### src/rtl/bp_pkg.sv
// shared types and constants of the reference-counted buffer pool
// no dependencies; used by every module of the pool except bp_ram
`default_nettype none

package bp_pkg;

  localparam int BP_ENTRIES  = 256;
  localparam int BP_REF_BITS = 8;

  localparam int OP_W     = 2;
  localparam int IDX_W    = 8;
  localparam int STATUS_W = 3;
  localparam int COUNT_W  = 8;
  localparam int FREE_W   = 9;

  localparam logic [OP_W-1:0] OP_ALLOC   = 2'd0;
  localparam logic [OP_W-1:0] OP_ADDREF  = 2'd1;
  localparam logic [OP_W-1:0] OP_RELEASE = 2'd2;

  typedef enum logic [STATUS_W-1:0] {
    ST_OK          = 3'd0,
    ST_EXHAUSTED   = 3'd1,
    ST_BAD_INDEX   = 3'd2,
    ST_DOUBLE_FREE = 3'd3,
    ST_REF_ERROR   = 3'd4
  } status_t;

  typedef enum logic [1:0] {
    K_ALLOC,
    K_ADDREF,
    K_RELEASE,
    K_BAD
  } kind_t;

  typedef struct packed {
    kind_t             kind;
    logic [IDX_W-1:0]  idx;
  } bp_item_t;

endpackage

`default_nettype wire

### src/rtl/bp_ram.sv
// generic single-write, single-read ram with registered read data
// no dependencies
`default_nettype none

module bp_ram #(
  parameter int WIDTH = 8,
  parameter int DEPTH = 256
) (
  input  wire logic                     clk,
  input  wire logic                     we,
  input  wire logic [$clog2(DEPTH)-1:0] waddr,
  input  wire logic [WIDTH-1:0]         wdata,
  input  wire logic [$clog2(DEPTH)-1:0] raddr,
  output logic      [WIDTH-1:0]         rdata
);

  logic [WIDTH-1:0] mem [DEPTH];

  always_ff @(posedge clk) begin
    if (we) begin
      mem[waddr] <= wdata;
    end
    rdata <= mem[raddr];
  end

endmodule

`default_nettype wire

### src/rtl/bp_front.sv
// front end: takes request beats, classifies them and holds them in a short queue
// depends on bp_pkg
`default_nettype none

module bp_front #(
  parameter int ENTRIES = bp_pkg::BP_ENTRIES
) (
  input  wire logic                       clk,
  input  wire logic                       rst,
  input  wire logic                       req_valid,
  output logic                            req_stall,
  input  wire logic [bp_pkg::OP_W-1:0]    operation,
  input  wire logic [bp_pkg::IDX_W-1:0]   buffer_index,
  output logic                            item_valid,
  output bp_pkg::bp_item_t                item,
  input  wire logic                       item_pop
);

  bp_pkg::bp_item_t q [2];
  logic             wr_sel;
  logic             rd_sel;
  logic [1:0]       fill;
  logic             push;
  bp_pkg::bp_item_t cls;

  always_comb begin
    cls.idx = buffer_index;
    case (operation)
      bp_pkg::OP_ALLOC:  cls.kind = bp_pkg::K_ALLOC;
      bp_pkg::OP_ADDREF: cls.kind = bp_pkg::K_ADDREF;
      default:           cls.kind = bp_pkg::K_RELEASE;
    endcase
    if (operation != bp_pkg::OP_ALLOC && 32'(buffer_index) >= 32'(ENTRIES)) begin
      cls.kind = bp_pkg::K_BAD;
    end
  end

  assign req_stall  = fill[1];
  assign push       = req_valid && !req_stall;
  assign item_valid = fill != 2'd0;
  assign item       = q[rd_sel];

  always_ff @(posedge clk) begin
    if (rst) begin
      wr_sel <= 1'b0;
      rd_sel <= 1'b0;
      fill   <= 2'd0;
    end else begin
      if (push) begin
        wr_sel <= !wr_sel;
      end
      if (item_pop) begin
        rd_sel <= !rd_sel;
      end
      if (push && !item_pop) begin
        fill <= fill + 2'd1;
      end else if (!push && item_pop) begin
        fill <= fill - 2'd1;
      end
    end
  end

  always_ff @(posedge clk) begin
    if (push) begin
      q[wr_sel] <= cls;
    end
  end

endmodule

`default_nettype wire

### src/rtl/bp_back.sv
// back end: reads count and ring memories, applies the operation, drives the response beat
// depends on bp_pkg and bp_ram
`default_nettype none

module bp_back #(
  parameter int ENTRIES  = bp_pkg::BP_ENTRIES,
  parameter int REF_BITS = bp_pkg::BP_REF_BITS
) (
  input  wire logic                         clk,
  input  wire logic                         rst,
  input  wire logic                         item_valid,
  input  wire bp_pkg::bp_item_t             item,
  output logic                              item_pop,
  output logic                              rsp_valid,
  input  wire logic                         rsp_stall,
  output logic [bp_pkg::STATUS_W-1:0]       status,
  output logic [bp_pkg::IDX_W-1:0]          granted_index,
  output logic [bp_pkg::COUNT_W-1:0]        count_after,
  output logic                              returned_to_pool,
  output logic [bp_pkg::FREE_W-1:0]         free_entries
);

  localparam int AW    = $clog2(ENTRIES);
  localparam int PTR_W = $clog2(2 * ENTRIES);
  localparam int FC_W  = $clog2(ENTRIES + 1);

  localparam logic [PTR_W-1:0]    ENT_P   = PTR_W'(ENTRIES);
  localparam logic [PTR_W-1:0]    SPAN_P  = PTR_W'(2 * ENTRIES);
  localparam logic [PTR_W-1:0]    LAST_P  = PTR_W'(2 * ENTRIES - 1);
  localparam logic [FC_W-1:0]     ENT_F   = FC_W'(ENTRIES);
  localparam logic [AW-1:0]       LAST_A  = AW'(ENTRIES - 1);
  localparam logic [REF_BITS-1:0] REF_MAX = '1;
  localparam logic [REF_BITS-1:0] REF_ONE = REF_BITS'(1);

  typedef enum logic [2:0] {
    S_CLEAR = 3'b001,
    S_IDLE  = 3'b010,
    S_EXEC  = 3'b100
  } state_t;

  state_t               state;
  state_t               state_next;
  logic [AW-1:0]        clr_addr;
  logic [PTR_W-1:0]     rd_ptr;
  logic [PTR_W-1:0]     wr_ptr;
  logic [PTR_W-1:0]     rd_ptr_next;
  logic [PTR_W-1:0]     wr_ptr_next;
  logic [FC_W-1:0]      fill;
  bp_pkg::bp_item_t     cur;
  logic                 ring_hit;
  logic [AW-1:0]        slot_q;
  logic [AW-1:0]        rd_slot;
  logic [AW-1:0]        wr_slot;
  logic [AW-1:0]        ring_val;
  logic                 issue;
  logic                 exec;

  logic                 cnt_we;
  logic [AW-1:0]        cnt_waddr;
  logic [REF_BITS-1:0]  cnt_wdata;
  logic [REF_BITS-1:0]  cnt_rdata;
  logic                 ring_we;
  logic [AW-1:0]        ring_rdata;

  bp_pkg::status_t      r_status;
  logic [AW-1:0]        r_granted;
  logic [REF_BITS-1:0]  r_count;
  logic                 r_returned;
  logic [PTR_W-1:0]     free_next;

  function automatic logic [PTR_W-1:0] ptr_inc(input logic [PTR_W-1:0] p);
    return (p == LAST_P) ? '0 : p + PTR_W'(1);
  endfunction

  function automatic logic [AW-1:0] slot_of(input logic [PTR_W-1:0] p);
    logic [PTR_W-1:0] s;
    s = (p >= ENT_P) ? p - ENT_P : p;
    return s[AW-1:0];
  endfunction

  function automatic logic [PTR_W-1:0] free_of(input logic [PTR_W-1:0] w,
                                                input logic [PTR_W-1:0] r);
    logic [PTR_W-1:0] d;
    d = w - r;
    if (w < r) begin
      d = d + SPAN_P;
    end
    return d;
  endfunction

  assign rd_slot  = slot_of(rd_ptr);
  assign wr_slot  = slot_of(wr_ptr);
  assign issue    = (state == S_IDLE) && item_valid && (!rsp_valid || !rsp_stall);
  assign exec     = state == S_EXEC;
  assign item_pop = issue;
  assign ring_val = ring_hit ? ring_rdata : slot_q;

  bp_ram #(
    .WIDTH (REF_BITS),
    .DEPTH (ENTRIES)
  ) u_cnt_ram (
    .clk   (clk),
    .we    (cnt_we),
    .waddr (cnt_waddr),
    .wdata (cnt_wdata),
    .raddr (AW'(item.idx)),
    .rdata (cnt_rdata)
  );

  bp_ram #(
    .WIDTH (AW),
    .DEPTH (ENTRIES)
  ) u_ring_ram (
    .clk   (clk),
    .we    (ring_we),
    .waddr (wr_slot),
    .wdata (AW'(cur.idx)),
    .raddr (rd_slot),
    .rdata (ring_rdata)
  );

  always_comb begin
    state_next  = state;
    rd_ptr_next = rd_ptr;
    wr_ptr_next = wr_ptr;
    cnt_we      = 1'b0;
    cnt_waddr   = clr_addr;
    cnt_wdata   = '0;
    ring_we     = 1'b0;
    r_status    = bp_pkg::ST_OK;
    r_granted   = AW'(cur.idx);
    r_count     = '0;
    r_returned  = 1'b0;

    case (state)
      S_CLEAR: begin
        cnt_we = 1'b1;
        if (clr_addr == LAST_A) begin
          state_next = S_IDLE;
        end
      end
      S_IDLE: begin
        if (issue) begin
          state_next = S_EXEC;
        end
      end
      S_EXEC: begin
        state_next = S_IDLE;
        case (cur.kind)
          bp_pkg::K_ALLOC: begin
            if (free_of(wr_ptr, rd_ptr) == '0) begin
              r_status  = bp_pkg::ST_EXHAUSTED;
              r_granted = '0;
            end else begin
              r_granted   = ring_val;
              r_count     = REF_ONE;
              rd_ptr_next = ptr_inc(rd_ptr);
              cnt_we      = 1'b1;
              cnt_waddr   = ring_val;
              cnt_wdata   = REF_ONE;
            end
          end
          bp_pkg::K_ADDREF: begin
            r_count = cnt_rdata;
            if (cnt_rdata == '0 || cnt_rdata == REF_MAX) begin
              r_status = bp_pkg::ST_REF_ERROR;
            end else begin
              r_count   = cnt_rdata + REF_ONE;
              cnt_we    = 1'b1;
              cnt_waddr = AW'(cur.idx);
              cnt_wdata = cnt_rdata + REF_ONE;
            end
          end
          bp_pkg::K_RELEASE: begin
            r_count = cnt_rdata;
            if (cnt_rdata == '0) begin
              r_status = bp_pkg::ST_DOUBLE_FREE;
            end else begin
              r_count   = cnt_rdata - REF_ONE;
              cnt_we    = 1'b1;
              cnt_waddr = AW'(cur.idx);
              cnt_wdata = cnt_rdata - REF_ONE;
              if (cnt_rdata == REF_ONE) begin
                ring_we     = 1'b1;
                wr_ptr_next = ptr_inc(wr_ptr);
                r_returned  = 1'b1;
              end
            end
          end
          default: begin
            r_status = bp_pkg::ST_BAD_INDEX;
          end
        endcase
      end
      default: begin
        state_next = S_CLEAR;
      end
    endcase
  end

  assign free_next = free_of(wr_ptr_next, rd_ptr_next);

  always_ff @(posedge clk) begin
    if (rst) begin
      state     <= S_CLEAR;
      clr_addr  <= '0;
      rd_ptr    <= '0;
      wr_ptr    <= ENT_P;
      fill      <= '0;
      rsp_valid <= 1'b0;
    end else begin
      state  <= state_next;
      rd_ptr <= rd_ptr_next;
      wr_ptr <= wr_ptr_next;
      if (state == S_CLEAR) begin
        clr_addr <= clr_addr + AW'(1);
      end
      if (ring_we && fill != ENT_F) begin
        fill <= fill + FC_W'(1);
      end
      if (exec) begin
        rsp_valid <= 1'b1;
      end else if (!rsp_stall) begin
        rsp_valid <= 1'b0;
      end
    end
  end

  always_ff @(posedge clk) begin
    if (issue) begin
      cur      <= item;
      ring_hit <= FC_W'(rd_slot) < fill;
      slot_q   <= rd_slot;
    end
    if (exec) begin
      status           <= r_status;
      granted_index    <= bp_pkg::IDX_W'(r_granted);
      count_after      <= bp_pkg::COUNT_W'(r_count);
      returned_to_pool <= r_returned;
      free_entries     <= bp_pkg::FREE_W'(free_next);
    end
  end

endmodule

`default_nettype wire

### src/rtl/refcounted_buffer_pool.sv
// a request beat is queued in the front end, issued in S_IDLE, carried out in
// S_EXEC and registered as the response beat; the back end takes no new beat
// until S_EXEC is done, as the count ram is read then written; the front queue
// holds 2 beats, so requests are taken while the back end works; reset:
// synchronous; a clearing pass zeroes the count ram, during which up to 2 request
// beats are queued but not carried out; depends on bp_pkg, bp_front, bp_back
`default_nettype none

module refcounted_buffer_pool #(
  parameter int ENTRIES  = bp_pkg::BP_ENTRIES,
  parameter int REF_BITS = bp_pkg::BP_REF_BITS
) (
  input  wire logic                       clk,
  input  wire logic                       rst,
  input  wire logic                       req_valid,
  output logic                            req_stall,
  input  wire logic [bp_pkg::OP_W-1:0]    operation,
  input  wire logic [bp_pkg::IDX_W-1:0]   buffer_index,
  output logic                            rsp_valid,
  input  wire logic                       rsp_stall,
  output logic [bp_pkg::STATUS_W-1:0]     status,
  output logic [bp_pkg::IDX_W-1:0]        granted_index,
  output logic [bp_pkg::COUNT_W-1:0]      count_after,
  output logic                            returned_to_pool,
  output logic [bp_pkg::FREE_W-1:0]       free_entries
);

  logic             item_valid;
  logic             item_pop;
  bp_pkg::bp_item_t item;

  bp_front #(
    .ENTRIES (ENTRIES)
  ) u_front (
    .clk          (clk),
    .rst          (rst),
    .req_valid    (req_valid),
    .req_stall    (req_stall),
    .operation    (operation),
    .buffer_index (buffer_index),
    .item_valid   (item_valid),
    .item         (item),
    .item_pop     (item_pop)
  );

  bp_back #(
    .ENTRIES  (ENTRIES),
    .REF_BITS (REF_BITS)
  ) u_back (
    .clk              (clk),
    .rst              (rst),
    .item_valid       (item_valid),
    .item             (item),
    .item_pop         (item_pop),
    .rsp_valid        (rsp_valid),
    .rsp_stall        (rsp_stall),
    .status           (status),
    .granted_index    (granted_index),
    .count_after      (count_after),
    .returned_to_pool (returned_to_pool),
    .free_entries     (free_entries)
  );

endmodule

`default_nettype wire

### config.mk
export PLATFORM = sky130hd
export DESIGN_NAME = refcounted_buffer_pool
export DESIGN_NICKNAME = d
export VERILOG_FILES = /design/src/rtl/bp_pkg.sv /design/src/rtl/bp_ram.sv /design/src/rtl/bp_front.sv /design/src/rtl/bp_back.sv /design/src/rtl/refcounted_buffer_pool.sv
export SDC_FILE = /design/constraint.sdc
export NUM_CORES = 2
export LEC_CHECK = 0
export BUFFER_PORTS_ARGS = -buffer_cell sky130_fd_sc_hd__buf_2
export CAP_MARGIN = 15
export CORE_MARGIN = 5
export CORE_UTILIZATION = 38
export DETAILED_ROUTE_END_ITERATION = 16
export PLACE_DENSITY_LB_ADDON = 0.25
export RECOVER_POWER = 50
export SYNTH_ARGS = -nofsm -noshare
export SYNTH_HDL_FRONTEND = slang
export SYNTH_MEMORY_MAX_BITS = 65536
export SYNTH_SLANG_ARGS = --single-unit
### constraint.sdc
create_clock -name clk -period 14.34 [get_ports clk]
set_clock_uncertainty 0.15 [all_clocks]
set_input_delay 2.151 -clock clk [delete_from_list [all_inputs] [get_ports clk]]
set_output_delay 2.151 -clock clk [all_outputs]
set_load 0.1 [all_outputs]
# ---- Word level (Yosys, flattened, before mapping)
# Memory sizes are Yosys's and may differ from the RTL's. A register that Yosys moved wholly into a read port is not among the register bits.
# Index checks and enable logic that the tools add are counted.
dict set report classes {
  n_addsub 12
  magnitude_cmp 3
  n_eq_ne 15
  mux 58
  n_reduce_logical 22
}
# cell count
set ops {}
lappend ops {{2-to-1 mux 8 bit} 14}
lappend ops {{2-to-1 mux 9 bit} 11}
lappend ops {{case mux 8 bit (3 select lines)} 3}
lappend ops {{adder 9 x 1 -> 9 bit (second input constant)} 3}
lappend ops {{subtractor 8 x 1 -> 8 bit (second input constant)} 3}
lappend ops {{2-to-1 mux 1 bit} 19}
lappend ops {{equality test 9 bit (second input constant)} 2}
lappend ops {{>= comparator 9 bit (second input constant)} 2}
lappend ops {{case mux 3 bit (3 select lines)} 2}
lappend ops {{subtractor 9 bit} 2}
lappend ops {{adder 8 x 1 -> 8 bit (second input constant)} 2}
lappend ops {{equality test 8 bit (second input constant)} 2}
lappend ops {{logical NOT 9 bit} 1}
lappend ops {{< comparator 8 x 9 -> 1 bit} 1}
lappend ops {{2-to-1 mux 3 bit} 3}
lappend ops {{!= test 9 bit (second input constant)} 1}
lappend ops {{equality test 8 x 1 -> 1 bit (second input constant)} 1}
lappend ops {{logical NOT 8 bit} 1}
lappend ops {{logical NOT 1 bit} 7}
lappend ops {{logical AND 1 bit} 6}
lappend ops {{2-to-1 mux 2 bit} 3}
lappend ops {{equality test 2 x 1 -> 1 bit (second input constant)} 2}
lappend ops {{logical NOT 2 bit} 2}
lappend ops {{!= test 2 x 1 -> 1 bit (second input constant)} 2}
lappend ops {{13 further kinds} 15}
dict set report totals {
  regBits 91
  ramBits 4116
  output_inout_bits 31
  elab_cells 131
  mem_count 3
}
# name depth word_bits rd rd_ports_with_merged_regs wr line
set memory_table {}
lappend memory_table {u_back.u_cnt_ram.mem 256 8 1 1 1 bp_ram.sv:17} ;# logic [WIDTH-1:0] mem [DEPTH];
lappend memory_table {u_back.u_ring_ram.mem 256 8 1 1 1 bp_ram.sv:17}
lappend memory_table {u_front.q 2 10 1 1 1 bp_front.sv:19} ;# bp_pkg::bp_item_t q [2];

# ---- Logic depth before layout (Yosys ltp)
dict set report depth {
  ltp_word 9
  depth_mapped 25
  mapped_depth_nobuf 21
}

# ---- Cells and area by module
# From an unflattened synthesis, not the netlist that was laid out.
dict set report unflattened {
  hier_cells 8091
  area_unflattened_um2 165319.8
}
# module n_inst cells_each area_per_inst_um2 seq_area_each_um2
set by_module_without_submodules {}
lappend by_module_without_submodules {bp_ram 2 3733 79556.3 61659.1}
lappend by_module_without_submodules {bp_back 1 570 5271.3 2222.1}
lappend by_module_without_submodules {bp_front 1 55 935.9 700.7}

# ---- Worst setup path after synthesis
# OpenSTA, ideal clock, no wires.
dict set report synth_timing {
  path_type {register to register}
  from {register u_back.state[0]}
  to {memory u_back.u_cnt_ram.mem[0][1] (data pin)}
  arrival_ns 11.281
  required_ns 12.095
  setup_slack_ns 0.813
  stages_incl_launch_ff 7
  synth_period_minus_slack_ns 13.527
  path_cell_list {dfxtp_1 -> nor2_1 -> nand2_1 -> inv_1 -> nand2_1 -> clkbuf_1 -> nor3_1}
}
dict set report synth_between {
  elab_chain_cells 2
}
# item line
set synth_rtl {}
lappend synth_rtl {{start: declaration} bp_back.sv:41} ;# state_t state;
lappend synth_rtl {{start signal: assignment} bp_back.sv:212} ;# state <= state_next;
lappend synth_rtl {{equality test 3 bit} --}
lappend synth_rtl {{net u_back.exec} bp_back.sv:56} ;# logic exec;
lappend synth_rtl {{2-to-1 mux 8 bit} bp_back.sv:135} ;# case (state)
lappend synth_rtl {{net u_back.cnt_wdata[1]} bp_back.sv:60} ;# logic [REF_BITS-1:0] cnt_wdata;
lappend synth_rtl {{end: declaration} bp_ram.sv:17}
# The timed path passes the listed nets, and every way through them passes these cells.

# ---- Worst setup path in the final report
dict set report layout_timing {
  from {register u_back.state[2]}
  to {memory u_back.u_cnt_ram.mem[42][4] (data pin)}
}
# The elaborated chain is that of the path after synthesis.

==> key figures <==
Placement
  • Gpl congestion: 0.879
  • HPWL after DPL: 264,000 um
  • Cell area after placement: 174,000 um^2
  • I/O Buffers: 44

Synth
  • FF+latch count, synth: 4,224
  • Post-Synthesis Net Count: 10,100
  • Synthesized netlist cell count: 10,100
  • Top cell type's share of synthesized area: 74.7%
  • Number of synthesized flops with an enable pin: 4,164
  • Synth area leaders: edfxtp_1 75%, mux4_2 9.6%, nand2_1 4.3%
  • Sequential area share after synthesis: 75.4%
  • FFs w/ async S/R, synth: 0%
  • Synth warnings: 0
  • Yosys top cell by area: edfxtp_1
  • Syn Std Cell Area: 167,000 um^2
  • Avg Inst Size Synth: 16.6 um^2
  • Yosys cell types: 69
  • Top_reg_cell synth: edfxtp_1

STA
  • Peak Freq: 0.101 GHz
  • Period utilization: 68.8%
  • Final setup TNS: 0 ns
  • Final hold vios: 0
  • RSZ-0062 raised after global routing: no
  • Setup-failing EPs final: 0
  • Slew @ Worst Pin: 10.22 ns
  • Final Max Slew Viols: 2,250
  • Fin crit period: 9.87 ns
  • Slew HR: -581%
  • Final hold slack: 0.372 ns

Drt
  • Initial DRC count: 10,600
  • DR top layer: met5
  • Met2 Wirelength: 215,000 um
  • WL final: 458,000 um
  • Wire length per cell: 28.0 um
  • Met1 WL: 189,000 um
  • # DRC: 0
  • Final antenna-violating net count: 0
  • Routed vias/inst: 5.66
  • Met3 Routed Length: 36,000 um
  • Vias: 92,600
  • TritonRoute pass-1 iters: 6

Layout
  • Commonest cells after routing, fill and taps aside: 4,164 x edfxtp_1, 1,904 x nand2_1, 794 x nand3_1, 712 x mux4_2, 478 x nor2_1
  • Area taken by multi-input logic gates: 38,700 um^2
  • Filler instances: 38,300
  • Design area: 188,000 um^2
  • Nets: 10,200
  • Most common cell after layout, fill and taps aside: edfxtp_1
  • Share of layout cells above drive strength 1: 14.8%
  • Storage element area: 126,000 um^2
  • Area grow syn2layout: 12.3%

Die
  • Vert. Die Dim: 674 um
  • Placement row count: 243
  • Core area: 439,000 um^2
  • Ports: 45
  • Initial Util: 38.2%
  • Die area: 454,000 um^2
  • Die X: 674 um

Outcome
  • Outcome: finished, violations left
  • Failing checks: capacitance limit, slew limit

Pwr
  • Power Density: 138 nW/um^2
  • P_leak: 58.0 nW
  • Peak VDD IR: 0.103 mV

Worst setup path
  • Element type at the critical path start: flip-flop
  • WP data required: 14.82 ns
  • Worst Setup End Kind: flip-flop
  • Max FO, Critical Path: 67
  • CP Class: flip-flop to flip-flop
  • Arr. time, crit path: 10.35 ns

Clocking
  • Clk_lat worst skew: 0.99 ns
  • Gates resized, CTS repair: 0
  • # hold bufs at CTS: 0
  • CTS tree: yes
  • CTS clk-pin slew, worst paths: 0.06 ns
  • Clk sink count: 4,224
  • Clk root buf: clkbuf_16
  • CTS H-tree lvls: 5
  • Max Root-Sink Buffers: 4
  • CTS buffer count: 430
  • Post-CTS setup buffers: 0

Worst hold path
  • HP Class: flip-flop to flip-flop

Global route
  • Total Routing Usage GR: 19.7%
  • Largest net degree at the start of global routing: 214
  • Congestion Overflow GR: 0
  • First-pass GRT wire length: 660,000 um
  • Initial antenna violation count: 26
  • Vias in the first global route: 91,700

Run
  • MaxCap Viol Count: 37
==> sequential cells by signal, indices dropped and copies added, names as in the netlist, 9 cells and up, named ones only <==
signal / flops
u_front.q: 20
u_back.rd_ptr: 9
u_back.fill: 9
u_back.wr_ptr: 9
u_back.cur: 10
u_back.u_ring_ram.mem: 2048
u_back.free_entries: 9
u_back.u_cnt_ram.mem: 2048
==> cells by family after synthesis <==
group / Yosys count / share of synthesized area, %
flops: 4224 / 75.4
simple gates: 3597 / 9.20
mux: 867 / 10.5
buf+inv: 711 / 1.61
compound gates: 623 / 2.85
fa+ha+maj: 40 / 0.303
xor+xnor: 28 / 0.151
==> where the power goes <==
group	internal, W	total (W)	switching (W)	leakage [nW]
Clock	0.00626	0.0110	0.00474	6.70
Sequential	0.0134	0.0134	0.0000395	34.0
Combinational	0.000384	0.00144	0.00106	17.3
Total	0.0200	0.0259	0.00583	58.0
==> synthesized netlist by cell type (all sizes together) (4+ instances only) <==
library cell	count
xor2	8
edfxtp	4164
o21ai	44
and3	168
a21o	6
xnor2	20
a21oi	40
clkbuf	509
nor3	104
nand3	800
o21a	8
nand4	17
nand4b	4
nor3b	7
nor2	493
a221oi	18
nand2b	16
o31ai	38
o211ai	10
and2	13
nor4	13
a31oi	88
nand2	1922
or2	6
ha	39
a22oi	19
buf	157
o21bai	4
inv	45
a311oi	273
dfxtp	60
or3	7
mux2	6
a22o	11
mux2i	149
nor2b	23
mux4	712
a221o	9
o22ai	27
==> routing by layer <==
metal | GRT usage (%) | up-vias
met5 | 0 | -
met3 | 3.29 | 812
met1 | 27.5 | 48200
met4 | 6.96 | 18
li1 | - | 39400
met2 | 31.2 | 4107
==> cell type report <==
type	count	area share (%)
Timing Repair Buffer	242	0.912
Sequential cell	4224	67.1
Multi-Input combinational cell	5155	20.6
Antenna cell	24	0.0319
Inverter	45	0.104
Clock inverter	251	1.27
Tap cell	5880	3.91
Clock buffer	543	6.05
==> per-stage QoR <==
| stage | power (W) | cells | util [%] | setup slack [ns] |
|---|---|---|---|---|
| 6_report | 0.0259 | 16400 | 42.9 | 4.47 |
| 2_1_floorplan | 0.0146 | 10100 | - | 0.813 |
| 3_5_place_dp | 0.0151 | 15500 | 39.7 | 7.78 |
| 4_1_cts | 0.0260 | 16300 | 42.9 | 7.74 |
| 5_1_grt | 0.0267 | 16400 | 42.9 | 4.07 |
| 3_3_place_gp | 0.0151 | 15500 | 39.7 | 7.96 |
==> final timing paths <==
check,start,endpoint,slack (ns),depth (start not counted)
worst min-delay path,u_back.clr_addr[5],u_back.clr_addr[5],0.37,2
worst max register to register,u_back.state[2],u_back.u_cnt_ram.mem[42][4],4.47,8
worst min register to register,u_back.clr_addr[5],u_back.clr_addr[5],0.37,2
worst max-delay path,u_back.state[2],u_back.u_cnt_ram.mem[42][4],4.47,8
==> critical path, stage by stage, from the launching register on <==
cell,delay [ns]
dfxtp_1,0.40
nand2_1,0.28
inv_1,0.14
clkbuf_1,2.04
nand2_1,0.21
clkbuf_1,0.53
nor2_1,2.13
clkbuf_1,2.44
buf_4,1.05
Note: power is estimated with default switching activity, not from simulation.
